===== config.mk =====
export PLATFORM = sky130hd
export DESIGN_NAME = ipf_ctrl
export DESIGN_NICKNAME = d
export VERILOG_FILES = /design/src/design/ip_port_allow_block_filter_assert.svh /design/src/design/ipf_pkg.sv /design/src/design/ipf_ctrl.sv
export SDC_FILE = /design/constraint.sdc
export NUM_CORES = 1
export LEC_CHECK = 0
export ABC_AREA = 1
export BUFFER_PORTS_ARGS = -buffer_cell sky130_fd_sc_hd__buf_2
export CAP_MARGIN = 30
export CORE_AREA = 2 2 39 41
export DETAILED_ROUTE_END_ITERATION = 6
export DIE_AREA = 0 0 41 43
export PLACE_DENSITY = 0.37
export RECOVER_POWER = 50
export SYNTH_ARGS = -nofsm -noshare
export SYNTH_HDL_FRONTEND = slang
export SYNTH_SLANG_ARGS = --single-unit

===== constraint.sdc =====
create_clock -name clk_i -period 3.2 [get_ports clk_i]
set_input_delay 0.32 -clock clk_i [delete_from_list [all_inputs] [get_ports clk_i]]
set_output_delay 0.32 -clock clk_i [all_outputs]
set_load 0.01 [all_outputs]

===== src/design/ip_port_allow_block_filter_assert.svh =====
// Assertion macros shared by the packet filter RTL.
// Users must provide clk_i and rst_ni in the including scope.
`ifndef IP_PORT_ALLOW_BLOCK_FILTER_ASSERT_SVH
`define IP_PORT_ALLOW_BLOCK_FILTER_ASSERT_SVH

// Same-cycle implication checked on every rising edge outside reset.
`define IPF_ASSERT_SAME(lbl, ante, cons) \
  lbl: assert property (@(posedge clk_i) disable iff (!rst_ni) (ante) |-> (cons)) \
    else $error("ipf assertion failed");

// Next-cycle implication checked on every rising edge outside reset.
`define IPF_ASSERT_NEXT(lbl, ante, cons) \
  lbl: assert property (@(posedge clk_i) disable iff (!rst_ni) (ante) |=> (cons)) \
    else $error("ipf assertion failed");

`endif


===== src/design/ipf_pkg.sv =====
// Shared constants, types and key helper for the IP allow/block filter.
// No dependencies; the design modules refer to it by scoped names and the testbench imports it.
package ipf_pkg;

  localparam int ALLOW_ENTRIES = 64;
  localparam int BLOCK_ENTRIES = 64;
  localparam int SCAN_ENTRIES  = (ALLOW_ENTRIES > BLOCK_ENTRIES) ? ALLOW_ENTRIES
                                                                 : BLOCK_ENTRIES;
  localparam int SCAN_W   = (SCAN_ENTRIES > 1) ? $clog2(SCAN_ENTRIES) : 1;
  localparam int ALLOW_AW = (ALLOW_ENTRIES > 1) ? $clog2(ALLOW_ENTRIES) : 1;
  localparam int BLOCK_AW = (BLOCK_ENTRIES > 1) ? $clog2(BLOCK_ENTRIES) : 1;
  localparam int KEY_W    = 57;
  localparam int CFG_IDX_W = 8;

  localparam logic [7:0]  PROTO_TCP    = 8'd6;
  localparam logic [7:0]  PROTO_UDP    = 8'd17;
  localparam logic [15:0] ETH_IPV4     = 16'h0800;
  localparam logic [15:0] MIN_IP_LEN   = 16'd34;
  localparam logic [15:0] MIN_PORT_LEN = 16'd54;

  localparam logic [CFG_IDX_W-1:0] CFG_GLOBAL_ALLOW = 8'd0;
  localparam logic [CFG_IDX_W-1:0] CFG_GLOBAL_BLOCK = 8'd1;

  typedef enum logic [2:0] {
    MODE_INGRESS   = 3'd0,
    MODE_EGRESS    = 3'd1,
    MODE_INS_ALLOW = 3'd2,
    MODE_INS_BLOCK = 3'd3,
    MODE_DEL_ALLOW = 3'd4,
    MODE_DEL_BLOCK = 3'd5
  } mode_e;

  typedef enum logic [3:0] {
    RSN_GLOBAL_ALLOW   = 4'd0,
    RSN_NOT_IPV4       = 4'd1,
    RSN_ALLOW_SRC_PORT = 4'd2,
    RSN_ALLOW_DST_PORT = 4'd3,
    RSN_ALLOW_SRC      = 4'd4,
    RSN_ALLOW_DST      = 4'd5,
    RSN_GLOBAL_BLOCK   = 4'd6,
    RSN_BLOCK_SRC_PORT = 4'd7,
    RSN_BLOCK_DST_PORT = 4'd8,
    RSN_BLOCK_SRC      = 4'd9,
    RSN_BLOCK_DST      = 4'd10,
    RSN_NONE           = 4'd11
  } reason_e;

  typedef enum logic [1:0] {
    STAT_OK      = 2'd0,
    STAT_FULL    = 2'd1,
    STAT_MISSING = 2'd2
  } status_e;

  typedef enum logic [1:0] {
    S_IDLE,
    S_SCAN,
    S_DRAIN,
    S_COMMIT
  } ctrl_state_e;

  typedef struct packed {
    logic [2:0]  mode;
    logic [15:0] frame_len;
    logic [15:0] ether_type;
    logic [7:0]  ip_proto;
    logic [31:0] src_ip;
    logic [31:0] dst_ip;
    logic [15:0] l4_sport;
    logic [15:0] l4_dport;
    logic [31:0] rule_ip;
    logic [7:0]  rule_proto;
    logic        rule_direction;
    logic [15:0] rule_port;
  } req_t;

  typedef struct packed {
    logic       verdict;
    logic [3:0] match_reason;
    logic [1:0] op_status;
  } rslt_t;

  typedef struct packed {
    logic start;
    logic scan;
    logic commit;
  } ctrl_cmd_t;

  typedef struct packed {
    logic scan_last;
    logic out_free;
  } dp_sts_t;

  function automatic logic [KEY_W-1:0] make_key(input logic [31:0] ip,
                                                input logic [7:0]  proto,
                                                input logic        dir,
                                                input logic [15:0] port);
    return {ip, proto, dir, port};
  endfunction

endpackage


===== src/design/ipf_ctrl.sv =====
// Sequencer for the IP allow/block filter: accept, table scan, drain, commit.
// Depends on ipf_pkg for the state type and the command and status structs.
module ipf_ctrl (
  input  logic               clk_i,
  input  logic               rst_ni,
  input  logic               in_valid_i,
  output logic               in_ready_o,
  input  ipf_pkg::dp_sts_t   sts_i,
  output ipf_pkg::ctrl_cmd_t cmd_o
);

  ipf_pkg::ctrl_state_e state_q, state_d;

  always_ff @(posedge clk_i or negedge rst_ni) begin
    if (!rst_ni) begin
      state_q <= ipf_pkg::S_IDLE;
    end else begin
      state_q <= state_d;
    end
  end

  always_comb begin
    state_d = state_q;
    case (state_q)
      ipf_pkg::S_IDLE: begin
        if (in_valid_i) begin
          state_d = ipf_pkg::S_SCAN;
        end
      end
      ipf_pkg::S_SCAN: begin
        if (sts_i.scan_last) begin
          state_d = ipf_pkg::S_DRAIN;
        end
      end
      ipf_pkg::S_DRAIN: begin
        state_d = ipf_pkg::S_COMMIT;
      end
      ipf_pkg::S_COMMIT: begin
        if (sts_i.out_free) begin
          state_d = ipf_pkg::S_IDLE;
        end
      end
      default: begin
        state_d = ipf_pkg::S_IDLE;
      end
    endcase
  end

  always_comb begin
    in_ready_o   = 1'b0;
    cmd_o.start  = 1'b0;
    cmd_o.scan   = 1'b0;
    cmd_o.commit = 1'b0;
    case (state_q)
      ipf_pkg::S_IDLE: begin
        in_ready_o  = 1'b1;
        cmd_o.start = in_valid_i;
      end
      ipf_pkg::S_SCAN: begin
        cmd_o.scan = 1'b1;
      end
      ipf_pkg::S_DRAIN: begin
        cmd_o.scan = 1'b0;
      end
      ipf_pkg::S_COMMIT: begin
        cmd_o.commit = sts_i.out_free;
      end
      default: begin
        in_ready_o = 1'b0;
      end
    endcase
  end

endmodule


[After elaboration in Yosys (flattened, before gate mapping)]
Index checks and enable logic that the tools add are counted.
Operators by class
  equality and inequality tests: 6
  muxes and demuxes: 8
  reductions and logical operators: 2
Operators with widths (number)
  2-bit one-hot mux with 4 select lines: 1
  2-bit 2-to-1 mux: 3
  2-bit inequality test (second input constant): 3
  2-bit equality test (second input constant): 2
  1-bit 2-to-1 mux: 4
  3-bit AND reduction: 1
  2-bit by 1-bit equality test with 1-bit output (second input constant): 1
  2-bit logical NOT: 1
Storage, ports and cells
  register bits after elaboration: 2
  output and inout port bits: 4

[Depth between registers and ports, before layout]
Gate-level depths: netlist of run 1.
  word-level depth: 3
  mapped depth: 6

[Worst setup path before layout of run 1]
Ideal clock, no wire load.
  kind: flip-flop to output port
  start: register state_q[0]
  end: output port cmd_o[2] (netlist bit)
  data arrival time: 0.874 ns
  required time: 2.880 ns
  setup slack: 2.006 ns
  cell stages (with the launch flop): 5
  path through: dfrtp_1 -> inv_1 -> ha_1 -> nand2_1 -> inv_1
RTL lines
  start, declared: line ipf_ctrl.sv:12  | ipf_pkg::ctrl_state_e state_q, state_d;
  start signal, assigned: line ipf_ctrl.sv:16  | state_q <= ipf_pkg::S_IDLE;
  start signal, assigned: line ipf_ctrl.sv:18  | state_q <= state_d;
  end, declared: line ipf_ctrl.sv:9  | output ipf_pkg::ctrl_cmd_t cmd_o

==> results.toml, run 1 <==
[run_status]
status = "complete, no violations"

[routing]
detail-route-antenna-nets = 0
routed_wl_um = 375
routed-wl-met3_um = 19
avgRoutedWirePerCell_um = 6.70
vias = 183
vias_per_cell = 3.27
drt_iter0_markers = 0
wl_met1_um = 168
met2WireLength_um = 187
drcViolationCount = 0
drt_pre_antenna_iters = 1
highest_layer = "met3"

[yosys]
synth-seq-cells = 2
synth_edf_count = 0
synthArstFlopShare_pct = 100
synthSimpleGateAreaFrac_pct = 35.2
synth_xor_area_share_pct = 0
avgSynthCellArea_sq_um = 7.37
muxShareOfSynthArea_pct = 0
ys_warn_count = 0
synth_top_area_cell = "dfrtp_1"
yosysTopAreaCellShare_pct = 24.2
synth_flop_cell = "dfrtp_1"
synth_top_family_by_area = "simple AND/OR/NAND/NOR gates"
synth_most_common_cell = "inv_1"
synth_compound_area_share_pct = 0
synth_cells = 28
synthesis.area_sq_um = 206
synth_adder_area_share_pct = 24.2
synth_area_leaders = "dfrtp_1 (24%), ha_1 (24%), inv_1 (16%)"
yosys-top-cells-count = "inv_1 (9), nand2_1 (7), ha_1 (4)"
synth_nets = 37
ys_seq_area_share_pct = 24.2
synth_cell_types = 8

[floorplanning]
ios = 9
core_sq_um = 1380
die_area_sq_um = 1760
num_rows = 14
die_y_um = 43
die_w_um = 41
start_util_pct = 14.9

[clocking]
postCtsSetupBuffers = 0
cts_resized = 0
htreeDepth = 1
ctsHoldBuffers = 1
cts_tree = "yes"
clock_latency_ns = 0.22
cts-root-buf = "clkbuf_4"
cts.clk_slew.worst_paths_ns = 0.03
clockBufferDepth = 2
cts-buffers-inserted = 3
numClockSinks = 2

[setup_path]
critPathCaptureType = "primary output"
r2r_cells = 6
cp.required_ns = 2.88
r2r_start = "state_q[0]"
cp.arrival_ns = 1.14
critPathKind = "reg -> out"
worstPathMaxFanout = 4
worst_r2r_endpoint = "state_q[1]"
rrSetupSlack_ns = 2.05
start_kind = "flip-flop"

[cells_and_area]
fin_cells = 56
syn_to_final_growth_pct = 40.6
reg.largest.list = "state_q: 2 flops"
regMostFlops = "state_q"
antenna_cells = 0
drive_above_1_share_pct = 30.0
largest_register_ffs = 2
final_nets = 51

[sta]
finalCritPeriodShare_pct = 45.5
hold_violations = 0
tightest_slew_ns = 0.151
min_period_ns = 1.46
tns_ns = 0
rsz0062_at_grt = "false"
slew_viol_final = 0
setup_viol = 0
fmax_mhz = 686
clock_skew_ns = 0.00459
maxSlewHeadroom_pct = 89.9

[power_and_ir_drop]
power.static_leakage_nw = 0.194
finalPower_w = 0.000250
powerDensity_nw_per_um2 = 863
peakVddDrop_v = 0.000302

[grt]
grt_pass1_wl_um = 634
grt-ovfl-total = 0
grt_usage_pct = 5.72
antenna_found_initial = 0
grt_pass1_vias = 176
grt_max_degree = 5

[run]
drv_cap = 0

[placed_design]
dp_cells = 52
gp_congestion = 0.664
hpwl_um = 311
io_buffers = 8

[min_path]
min_path_type = "in -> async"
## metrics by stage
stage / utilization, % / area (sq um) / hold WS [ns] / setup WS [ns]
6_report: 21.0 / 290 / 0.415 / 1.74
5_1_grt: 21.0 / 290 / 0.418 / 1.61
4_1_cts: 21.6 / 299 / 0.396 / 1.70
3_5_place_dp: 19.3 / 267 / 0.107 / 1.94
3_3_place_gp: 19.3 / 267 / 0.107 / 1.95
2_1_floorplan: - / 206 / 0.0244 / 2.01
## worst max-delay path, stage by stage, from the launching register on
cell and delay [ns]:
dfrtp_1 0.40, inv_1 0.09, ha_1 0.20, nand2_1 0.06, inv_1 0.04, buf_2 0.11
## layout make-up
class / count / area (sq um)
flip-flops and latches: 2 / 50.0
fillers: 164 / 1090
repair buffers: 9 / 48.8
well taps: 16 / 20.0
multi-input cells: 17 / 115
clock buffers: 3 / 22.5
inverters: 9 / 33.8
## report_power, final
part | total, W | leakage [nW] | internal [W] | switching [W]
clock | 0.0000556 | 0.0138 | 0.0000414 | 0.0000142
combinational | 0.000142 | 0.157 | 0.0000603 | 0.0000813
sequential | 0.0000531 | 0.0241 | 0.0000399 | 0.0000133
total | 0.000250 | 0.194 | 0.000142 | 0.000109
## metal layers
metal,vias to the layer above,global-route usage [%]
met5,-,0
met4,0,6.00
met3,0,1.57
met2,5,8.13
met1,71,6.11
li1,107,-
## cell usage in the layout (no fill, tap or decap), drive strengths merged
cell and instances:
clkbuf 4, dlygate4sd3 1, nand3 1, buf 7, ha 4, nand4 2, nand2 10, inv 9
dfrtp 2
## how the worst max path moves through the flow
stage          cells past startpoint  startpoint  slack, ns  endpoint
4_1_cts                            5  state_q[0]       1.70  cmd_o[2]
3_3_place_gp                       5  state_q[0]       1.95  cmd_o[2]
2_1_floorplan                      4  state_q[0]       2.01  cmd_o[2]
3_5_place_dp                       5  state_q[1]       1.94  cmd_o[2]
6_report                           5  state_q[0]       1.74  cmd_o[2]
5_1_grt                            5  state_q[1]       1.61  cmd_o[2]
## kinds of logic after synthesis
| group | Yosys count |
|---|---|
| AND/OR/NAND/NOR | 13 |
| flip-flops | 2 |
| adder cells (fa/ha/maj) | 4 |
| buffers and inverters | 9 |
Power figures use the tool's default switching activity.
==> inputs of run 2 (changes only) <==
Clock period 3.2 ns to 1.45 ns, I/O delays scaled along.
==> results.toml, run 2 (synthesis results as in run 1) <==
[setup_path]
critPathCaptureType = "primary output"
start_kind = "flip-flop"
critical-path-max-stage-delay_ns = 0.40
crit_cells = 5
crit_buf_inv = 3
critPathKind = "reg -> out"
crit_chain = "inv_1 -> ha_2 -> nand2_1 -> inv_1 -> buf_2"
r2r_cells = 6
path_common_cell = "inv_1"
cp.required_ns = 1.31
worst_path_max_delay_cell = "dfrtp_1"
cp.arrival_ns = 1.14
critPathTopFamily = "flip-flops"
worstPathMaxFanout = 4

[placed_design]
gp_congestion = 0.673
hpwl_um = 332
dp_worst_setup_slack_ns = 0.323
dpl_cell_area_sq_um = 267
io_buffers = 8

[routing]
drt_pre_antenna_iters = 1
detail-route-antenna-nets = 0
routed_wl_um = 394
drcViolationCount = 0
vias = 179
vias_per_cell = 3.20
avgRoutedWirePerCell_um = 7.04
drt_iter0_markers = 0

[clocking]
cts-root-buf = "clkbuf_4"
cts.clk_slew.worst_paths_ns = 0.03
clock_latency_ns = 0.22
clockBufferDepth = 2
htreeDepth = 1
cts_tree = "yes"
cts-buffers-inserted = 3
numClockSinks = 2

[sta]
finalCritPeriodShare_pct = 88.7
slew_viol_final = 0
rsz0062_at_grt = "false"
tns_ns = 0
clock_skew_ns = 0.00534
hold_violations = 0
setup_slack_ns = 0.164
maxSlewHeadroom_pct = 89.8
fmax_mhz = 778
tightest_slew_ns = 0.153
min_period_ns = 1.29
setup_viol = 0

[cells_and_area]
mostFrequentLayoutCells = "inv_1 (9), nand2_1 (7), buf_2 (7)"
final_common_cell = "inv_1"
fillers = 161
register_area_sq_um = 50.0
regMostFlops = "state_q"
largest_register_ffs = 2
syn_to_final_growth_pct = 43.0
drive_above_1_share_pct = 35.0
antenna_cells = 0
final_nets = 51
multiInputGateArea_sq_um = 120
final_area_sq_um = 295
reg.largest.list = "state_q: 2 flops"

[grt]
grt-ovfl-total = 0
antenna_found_initial = 0
grt_max_degree = 5
grt_usage_pct = 5.52
grt_pass1_vias = 152
grt_pass1_wl_um = 600

[run]
drv_cap = 0

[power_and_ir_drop]
peakVddDrop_v = 0.000554
powerDensity_nw_per_um2 = 1930
power.static_leakage_nw = 0.193

[floorplanning]
core_sq_um = 1380
die_area_sq_um = 1760
die_w_um = 41
num_rows = 14
die_y_um = 43
ios = 9
start_util_pct = 14.9

[run_status]
status = "complete, no violations"

[min_path]
min_path_type = "in -> async"
## run 2: cell counts in the layout (fill, tap and decap cells not counted)
No cell type changed its count.
## run 2: cell type report
type,instances,share of cell area [%]
inverter,9,11.4
sequential,2,16.9
timing repair buffer,9,16.5
multi-input combinational,17,40.7
tap,16,6.78
clock buffer,3,7.63
## run 2: what timing repair did
| action | CTS | global route |
|---|---|---|
| resized for setup | 0 | 1 |
| endpoints found under the setup margin | 0 | 1 |
| endpoints found under the hold margin | 2 | 0 |
| setup buffers | 0 | 0 |
| hold buffers | 1 | 0 |
## run 2: stage by stage
stage / hold WS [ns] / instances / utilization [%] / total power (W)
after CTS: 0.218 / 56 / 21.6 / 0.000589
after detailed placement: -0.0691 / 52 / 19.3 / 0.000456
after floorplan: -0.151 / 28 / - / 0.000361
after global routing: 0.237 / 56 / 21.3 / 0.000652
after global placement: -0.0672 / 52 / 19.3 / 0.000462
final: 0.230 / 56 / 21.3 / 0.000571
## run 2: final timing paths
kind,startpoint,endpoint,slack [ns]
hold reg to reg,state_q[0],state_q[0],0.55
min in group clk_i,sts_i[1],state_q[0],0.28
hold / removal,rst_ni,state_q[0],0.23
setup / recovery,state_q[0],cmd_o[2],0.16
setup reg to reg,state_q[1],state_q[1],0.34
max in group asynchronous,rst_ni,state_q[1],1.09
## run 2: where the power goes
group,total [W],internal (W),switching [W]
clock,0.000123,0.0000913,0.0000317
sequential,0.000119,0.0000879,0.0000312
combinational,0.000329,0.000141,0.000188
total,0.000571,0.000320,0.000251
## run 2: layer usage
layer | GRT usage [%] | share of wire (%)
met5 | 0 | 0
met3 | 6.28 | 6.9
met4 | 0 | 0
met1 | 6.75 | 53
met2 | 6.88 | 40
